[config.mk]
export PLATFORM = sky130hd
export DESIGN_NAME = tcq_div
export DESIGN_NICKNAME = d
export VERILOG_FILES = /design/src/rtl/tick_callout_queue_defines.svh /design/src/rtl/tcq_pkg.sv /design/src/rtl/tcq_div.sv
export SDC_FILE = /design/constraint.sdc
export NUM_CORES = 1
export LEC_CHECK = 0
export BUFFER_PORTS_ARGS = -buffer_cell sky130_fd_sc_hd__buf_2
export CAP_MARGIN = 10
export CORE_ASPECT_RATIO = 0.7
export CORE_MARGIN = 2
export CORE_UTILIZATION = 55
export DETAILED_ROUTE_END_ITERATION = 10
export PLACE_DENSITY_LB_ADDON = 0.1
export SLEW_MARGIN = 20
export SYNTH_ARGS = -nofsm -noshare
export SYNTH_HDL_FRONTEND = slang
export SYNTH_SLANG_ARGS = --single-unit
[constraint.sdc]
create_clock -name i_clk -period 3.87 [get_ports i_clk]
set_input_delay 0 -clock i_clk [delete_from_list [all_inputs] [get_ports i_clk]]
set_output_delay 0 -clock i_clk [all_outputs]
set_load 0.01 [all_outputs]
[src/rtl/tick_callout_queue_defines.svh]
// assertion macros for the callout queue
`ifndef TICK_CALLOUT_QUEUE_DEFINES_SVH
`define TICK_CALLOUT_QUEUE_DEFINES_SVH
`ifndef SYNTHESIS
`define TCQ_ASSERT_IMP(label, clk, rst_n, ante, cons) \
    label: assert property (@(posedge clk) disable iff (!rst_n) (ante) |-> (cons)) \
        else $error("tcq assertion failed");
`define TCQ_ASSERT_NXT(label, clk, rst_n, ante, cons) \
    label: assert property (@(posedge clk) disable iff (!rst_n) (ante) |=> (cons)) \
        else $error("tcq assertion failed");
`else
`define TCQ_ASSERT_IMP(label, clk, rst_n, ante, cons)
`define TCQ_ASSERT_NXT(label, clk, rst_n, ante, cons)
`endif
`endif

[src/rtl/tcq_pkg.sv]
package tcq_pkg;

    localparam int NUM_W = 34;
    localparam int DEN_W = 33;
    localparam int ITER_W = 6;
    localparam logic [31:0] GRAIN_RESET = 32'd100000;

    typedef enum logic [1:0] {
        CMD_ENQ   = 2'd0,
        CMD_TICK  = 2'd1,
        CMD_QUERY = 2'd2,
        CMD_NONE  = 2'd3
    } t_cmd;

    typedef enum logic [2:0] {
        STS_ENQUEUED  = 3'd0,
        STS_FULL      = 3'd1,
        STS_FIRED     = 3'd2,
        STS_NO_FIRE   = 3'd3,
        STS_FOUND     = 3'd4,
        STS_NOT_FOUND = 3'd5
    } t_status;

    typedef enum logic [1:0] {
        S_IDLE,
        S_DIV,
        S_ENQ,
        S_WALK
    } t_state;

    typedef struct packed {
        logic [31:0] ticks;
        logic [15:0] handle;
        logic [31:0] arg;
    } t_entry;

endpackage

[src/rtl/tcq_div.sv]
module tcq_div (
    input  logic                      i_clk,
    input  logic                      i_rst_n,
    input  logic                      i_start,
    input  logic [tcq_pkg::NUM_W-1:0] i_num,
    input  logic [tcq_pkg::DEN_W-1:0] i_den,
    output logic                      o_done,
    output logic [tcq_pkg::NUM_W-1:0] o_quot
);
    import tcq_pkg::*;

    logic              r_busy, n_busy;
    logic              r_done, n_done;
    logic [ITER_W-1:0] r_cnt, n_cnt;
    logic [NUM_W-1:0]  r_q, n_q;
    logic [DEN_W-1:0]  r_rem, n_rem;
    logic [DEN_W-1:0]  r_den, n_den;
    logic [NUM_W-1:0]  rem_s;
    logic [NUM_W-1:0]  diff;
    logic              ge;

    always_comb begin
        rem_s  = {r_rem, r_q[NUM_W-1]};
        diff   = rem_s - {1'b0, r_den};
        ge     = rem_s >= {1'b0, r_den};
        n_busy = r_busy;
        n_done = 1'b0;
        n_cnt  = r_cnt;
        n_q    = r_q;
        n_rem  = r_rem;
        n_den  = r_den;
        if (i_start) begin
            n_busy = 1'b1;
            n_cnt  = ITER_W'(NUM_W);
            n_q    = i_num;
            n_rem  = '0;
            n_den  = i_den;
        end else if (r_busy) begin
            n_rem = ge ? diff[DEN_W-1:0] : rem_s[DEN_W-1:0];
            n_q   = {r_q[NUM_W-2:0], ge};
            n_cnt = r_cnt - 1'b1;
            if (r_cnt == ITER_W'(1)) begin
                n_busy = 1'b0;
                n_done = 1'b1;
            end
        end
    end

    always_ff @(posedge i_clk) begin
        if (!i_rst_n) begin
            r_busy <= 1'b0;
            r_done <= 1'b0;
            r_cnt  <= '0;
        end else begin
            r_busy <= n_busy;
            r_done <= n_done;
            r_cnt  <= n_cnt;
        end
        r_q   <= n_q;
        r_rem <= n_rem;
        r_den <= n_den;
    end

    assign o_done = r_done;
    assign o_quot = r_q;
endmodule

==> impl_metrics.env <==
export IMPL_power_w=0.00307
export IMPL_internal_power_w=0.00213
export IMPL_peakVddDrop_mv=0.225
export IMPL_regArea_sq_um=2830
export IMPL_crit_path_max_fanout=21
export IMPL_whs_ns=0.122
export IMPL_cts_buffers=9
export IMPL_drc=0
export IMPL_clockBufferDepth=2
export IMPL_setup_tns_ns=0
export IMPL_antenna_left=0
export IMPL_ctsRootBufferMaster="clkbuf_16"
export IMPL_synth_distinct_cells=61
export IMPL_multi_input_area_sq_um=3180
export IMPL_p_leak_nw=3.37
export IMPL_grt_first_pass_wirelength_um=26500
export IMPL_cts_sinks=108
export IMPL_drt_iter0_markers=484
export IMPL_cellPowerDensity_nw_per_um2=388
export IMPL_timing_fmax_ghz=0.307
export IMPL_die_h_um=93.8
export IMPL_cts_tree="built"
export IMPL_final_nets=909
export IMPL_synth_edf_count=67
export IMPL_pin_count=105
export IMPL_htree_num_levels=3
export IMPL_drive_above_1_share_pct=20.9
export IMPL_dr_pass1_iters=5
export IMPL_worstSetupPathType="reg2reg"
export IMPL_drv_slew=0
export IMPL_reg2reg_to="r_rem[0]$_SDFFE_PP0P_"
export IMPL_drv_cap=0
export IMPL_switchingPower_w=0.000946
export IMPL_insertion_delay_ns=0.36
export IMPL_avgViaCountPerCell=5.78
export IMPL_tightest_slew_ns=0.750
export IMPL_synth_nets=756
export IMPL_yosys_register_bits=108
export IMPL_power_share_sequential_pct=45.2
export IMPL_post_dp_hpwl_um=10700
export IMPL_grt_pass1_vias=5432
export IMPL_coreArea_sq_um=11100
export IMPL_hold_path_depth=2
export IMPL_worst_r2r_setup_slack_ns=0.62
export IMPL_n_fill_cell=876
export IMPL_vias=5557
export IMPL_drt_total_wl_um=16400
export IMPL_start_util_pct=56.9
export IMPL_async_flop_share_pct=0
export IMPL_layout_common_cells="103 x buf_2, 75 x nand2_1, 68 x dlygate4sd3_1"
export IMPL_finalSetupViolCount=0
export IMPL_maxSlewHeadroom_pct=50.0
export IMPL_antenna_found_initial=0
export IMPL_rows=32
export IMPL_cts_resized=0
export IMPL_r2r_start="r_den[8]$_DFFE_PP_"
export IMPL_hold_class="in2reg"
export IMPL_avgSynthCellArea_sq_um=9.75
export IMPL_ys_flop_type="edfxtp_1"
export IMPL_swShare_pct=30.8
export IMPL_port_buffers=104
export IMPL_hold_start="i_start"
export IMPL_overflow=0
export IMPL_grt_use_total_pct=26.7
export IMPL_mostFrequentLayoutCell="buf_2"
export IMPL_place_gp_congestion=0.922
export IMPL_synth_area_sq_um=6340
export IMPL_fin_crit_ns=3.25
export IMPL_die_w_um=132
export IMPL_finalClockSkew_ns=0.00824
export IMPL_synthCells=650
export IMPL_outcome="finished clean"
export IMPL_start_kind="flop"
export IMPL_dieArea_sq_um=12400
export IMPL_finalHoldViolCount=0
export IMPL_wl_per_cell_um=17.1
export IMPL_finalCritPeriodShare_pct=84.1
export IMPL_cp_arrival_ns=3.51
export IMPL_ys_warn_count=0
export IMPL_combPwrFrac_pct=25.3
export IMPL_crit_required_ns=4.13
export IMPL_endpoint_kind="flop"
export IMPL_clkSlewWorstSetupHoldPaths_ns=0.07
export IMPL_ys_seq_area_share_pct=44.7
export IMPL_clockPowerShare_pct=29.6
export IMPL_reg2reg_depth=10
export IMPL_min_to="r_rem[2]$_SDFFE_PP0P_"
export IMPL_grt_max_degree=62
export IMPL_rsz0062_at_grt="no"
export IMPL_areaGrowthSynthToFinish_pct=25.0
[worst max-delay path by stage]
stage / start / end / depth (start not counted)
2_1_floorplan: o_quot[33]$_DFFE_PP_ / o_quot[0]$_DFFE_PP_ / 12
6_report: r_den[8]$_DFFE_PP_ / r_rem[0]$_SDFFE_PP0P_ / 10
5_1_grt: r_den[8]$_DFFE_PP_ / r_rem[6]$_SDFFE_PP0P_ / 10
3_3_place_gp: r_den[8]$_DFFE_PP_ / r_rem[0]$_SDFFE_PP0P_ / 10
3_5_place_dp: r_den[8]$_DFFE_PP_ / r_rem[6]$_SDFFE_PP0P_ / 10
4_1_cts: r_den[8]$_DFFE_PP_ / r_rem[0]$_SDFFE_PP0P_ / 10
[metrics by stage]
step	cell area (sq um)	setup slack, ns	util [%]	cells
floorplan	6340	0.881	-	650
global placement	6950	0.794	62.4	877
detailed placement	6950	0.687	62.4	877
CTS	7920	0.626	71.1	961
global route	7920	0.425	71.1	961
finish	7920	0.615	71.2	962
[worst max-delay path, cell delays in order (launching register included)]
cell	delay (ns)
edfxtp_1	0.34
inv_1	0.04
ha_1	0.46
nand3_1	0.14
or3_1	0.34
or4_4	0.57
a31o_2	0.30
nand2_2	0.38
buf_4	0.25
nand2b_1	0.07
a311oi_1	0.27
[flip-flops by register name (all words and copies together), names as in the netlist]
name and cells:
o_done 1, o_quot 34, r_busy 1, r_cnt 6, r_den 33, r_rem 33
[synthesized netlist by cell type, types with 2 or more instances]
cell type / n / share of area [%]
nand4_1: 10 / 0.99
edfxtp_1: 67 / 32
xnor2_1: 19 / 2.6
nor2b_1: 6 / 0.59
nor3_1: 5 / 0.39
and4_1: 2 / 0.28
nand2b_1: 5 / 0.49
a41oi_1: 2 / 0.28
o21ai_1: 3 / 0.24
o211ai_1: 9 / 1.1
inv_1: 44 / 2.6
nor4_1: 3 / 0.30
o21bai_1: 6 / 0.71
a31oi_1: 4 / 0.39
o22ai_1: 2 / 0.20
and2_1: 3 / 0.30
clkbuf_1: 29 / 1.7
xor2_1: 9 / 1.2
a21oi_1: 35 / 2.8
a311oi_1: 26 / 3.6
o21a_1: 10 / 1.2
mux2_2: 34 / 6.0
and3_1: 7 / 0.69
o21ai_0: 22 / 1.7
nand2_1: 75 / 4.4
ha_1: 35 / 6.9
buf_2: 5 / 0.39
a211oi_1: 6 / 0.71
a21boi_0: 3 / 0.36
nor2_1: 45 / 2.7
or3b_1: 2 / 0.28
nand3_1: 17 / 1.3
a21o_1: 19 / 2.3
buf_4: 3 / 0.36
dfxtp_1: 41 / 13
o221ai_1: 4 / 0.55
or3_1: 9 / 0.89
[cell type report]
type | instances | share of cell area (%)
inverters | 44 | 2.09
clock buffers | 10 | 2.89
repair buffers | 179 | 15.9
multi-input cells | 461 | 40.2
flip-flops and latches | 108 | 35.8
clock inverters | 6 | 0.727
well taps | 153 | 2.42
diodes | 1 | 0.0316
[timing repair]
| action | 4_1_cts | 5_1_grt |
|---|---|---|
| hold buffers | 68 | 0 |
| setup endpoints to repair | 0 | 0 |
| endpoints found under the hold margin | 70 | 0 |
| setup buffers | 0 | 0 |
[per-layer routing]
| metal | routed length, um | part of all wire [%] | track usage, % |
|---|---|---|---|
| met1 | 7560 | 46 | 36.1 |
| met2 | 7630 | 46 | 43.3 |
| met3 | 994 | 6.0 | 5.23 |
| met5 | 0 | 0 | 0 |
| met4 | 260 | 1.6 | 8.96 |
[cell families (layout without fill, tap and decap cells)]
logic type | Yosys count | in the layout | synth area share (%)
simple gates | 197 | 197 | 14.6
other cells | 0 | 1 | 0
buf+inv | 81 | 239 | 5.07
mux | 36 | 36 | 6.38
xor+xnor | 28 | 28 | 3.87
fa+ha+maj | 36 | 36 | 7.22
compound gates | 164 | 164 | 18.2
flops | 108 | 108 | 44.7
[power by group through the flow]
stage / clock network [W] / logic, W / registers (W)
final: 0.000909 / 0.000777 / 0.00139
after global routing: 0.000964 / 0.000852 / 0.00140
after CTS: 0.000921 / 0.000761 / 0.00139
after detailed placement: 0 / 0.000701 / 0.00141
after global placement: 0 / 0.000687 / 0.00141
after floorplan: 0 / 0.000489 / 0.00142
Note: power is estimated with default switching activity, not from simulation.
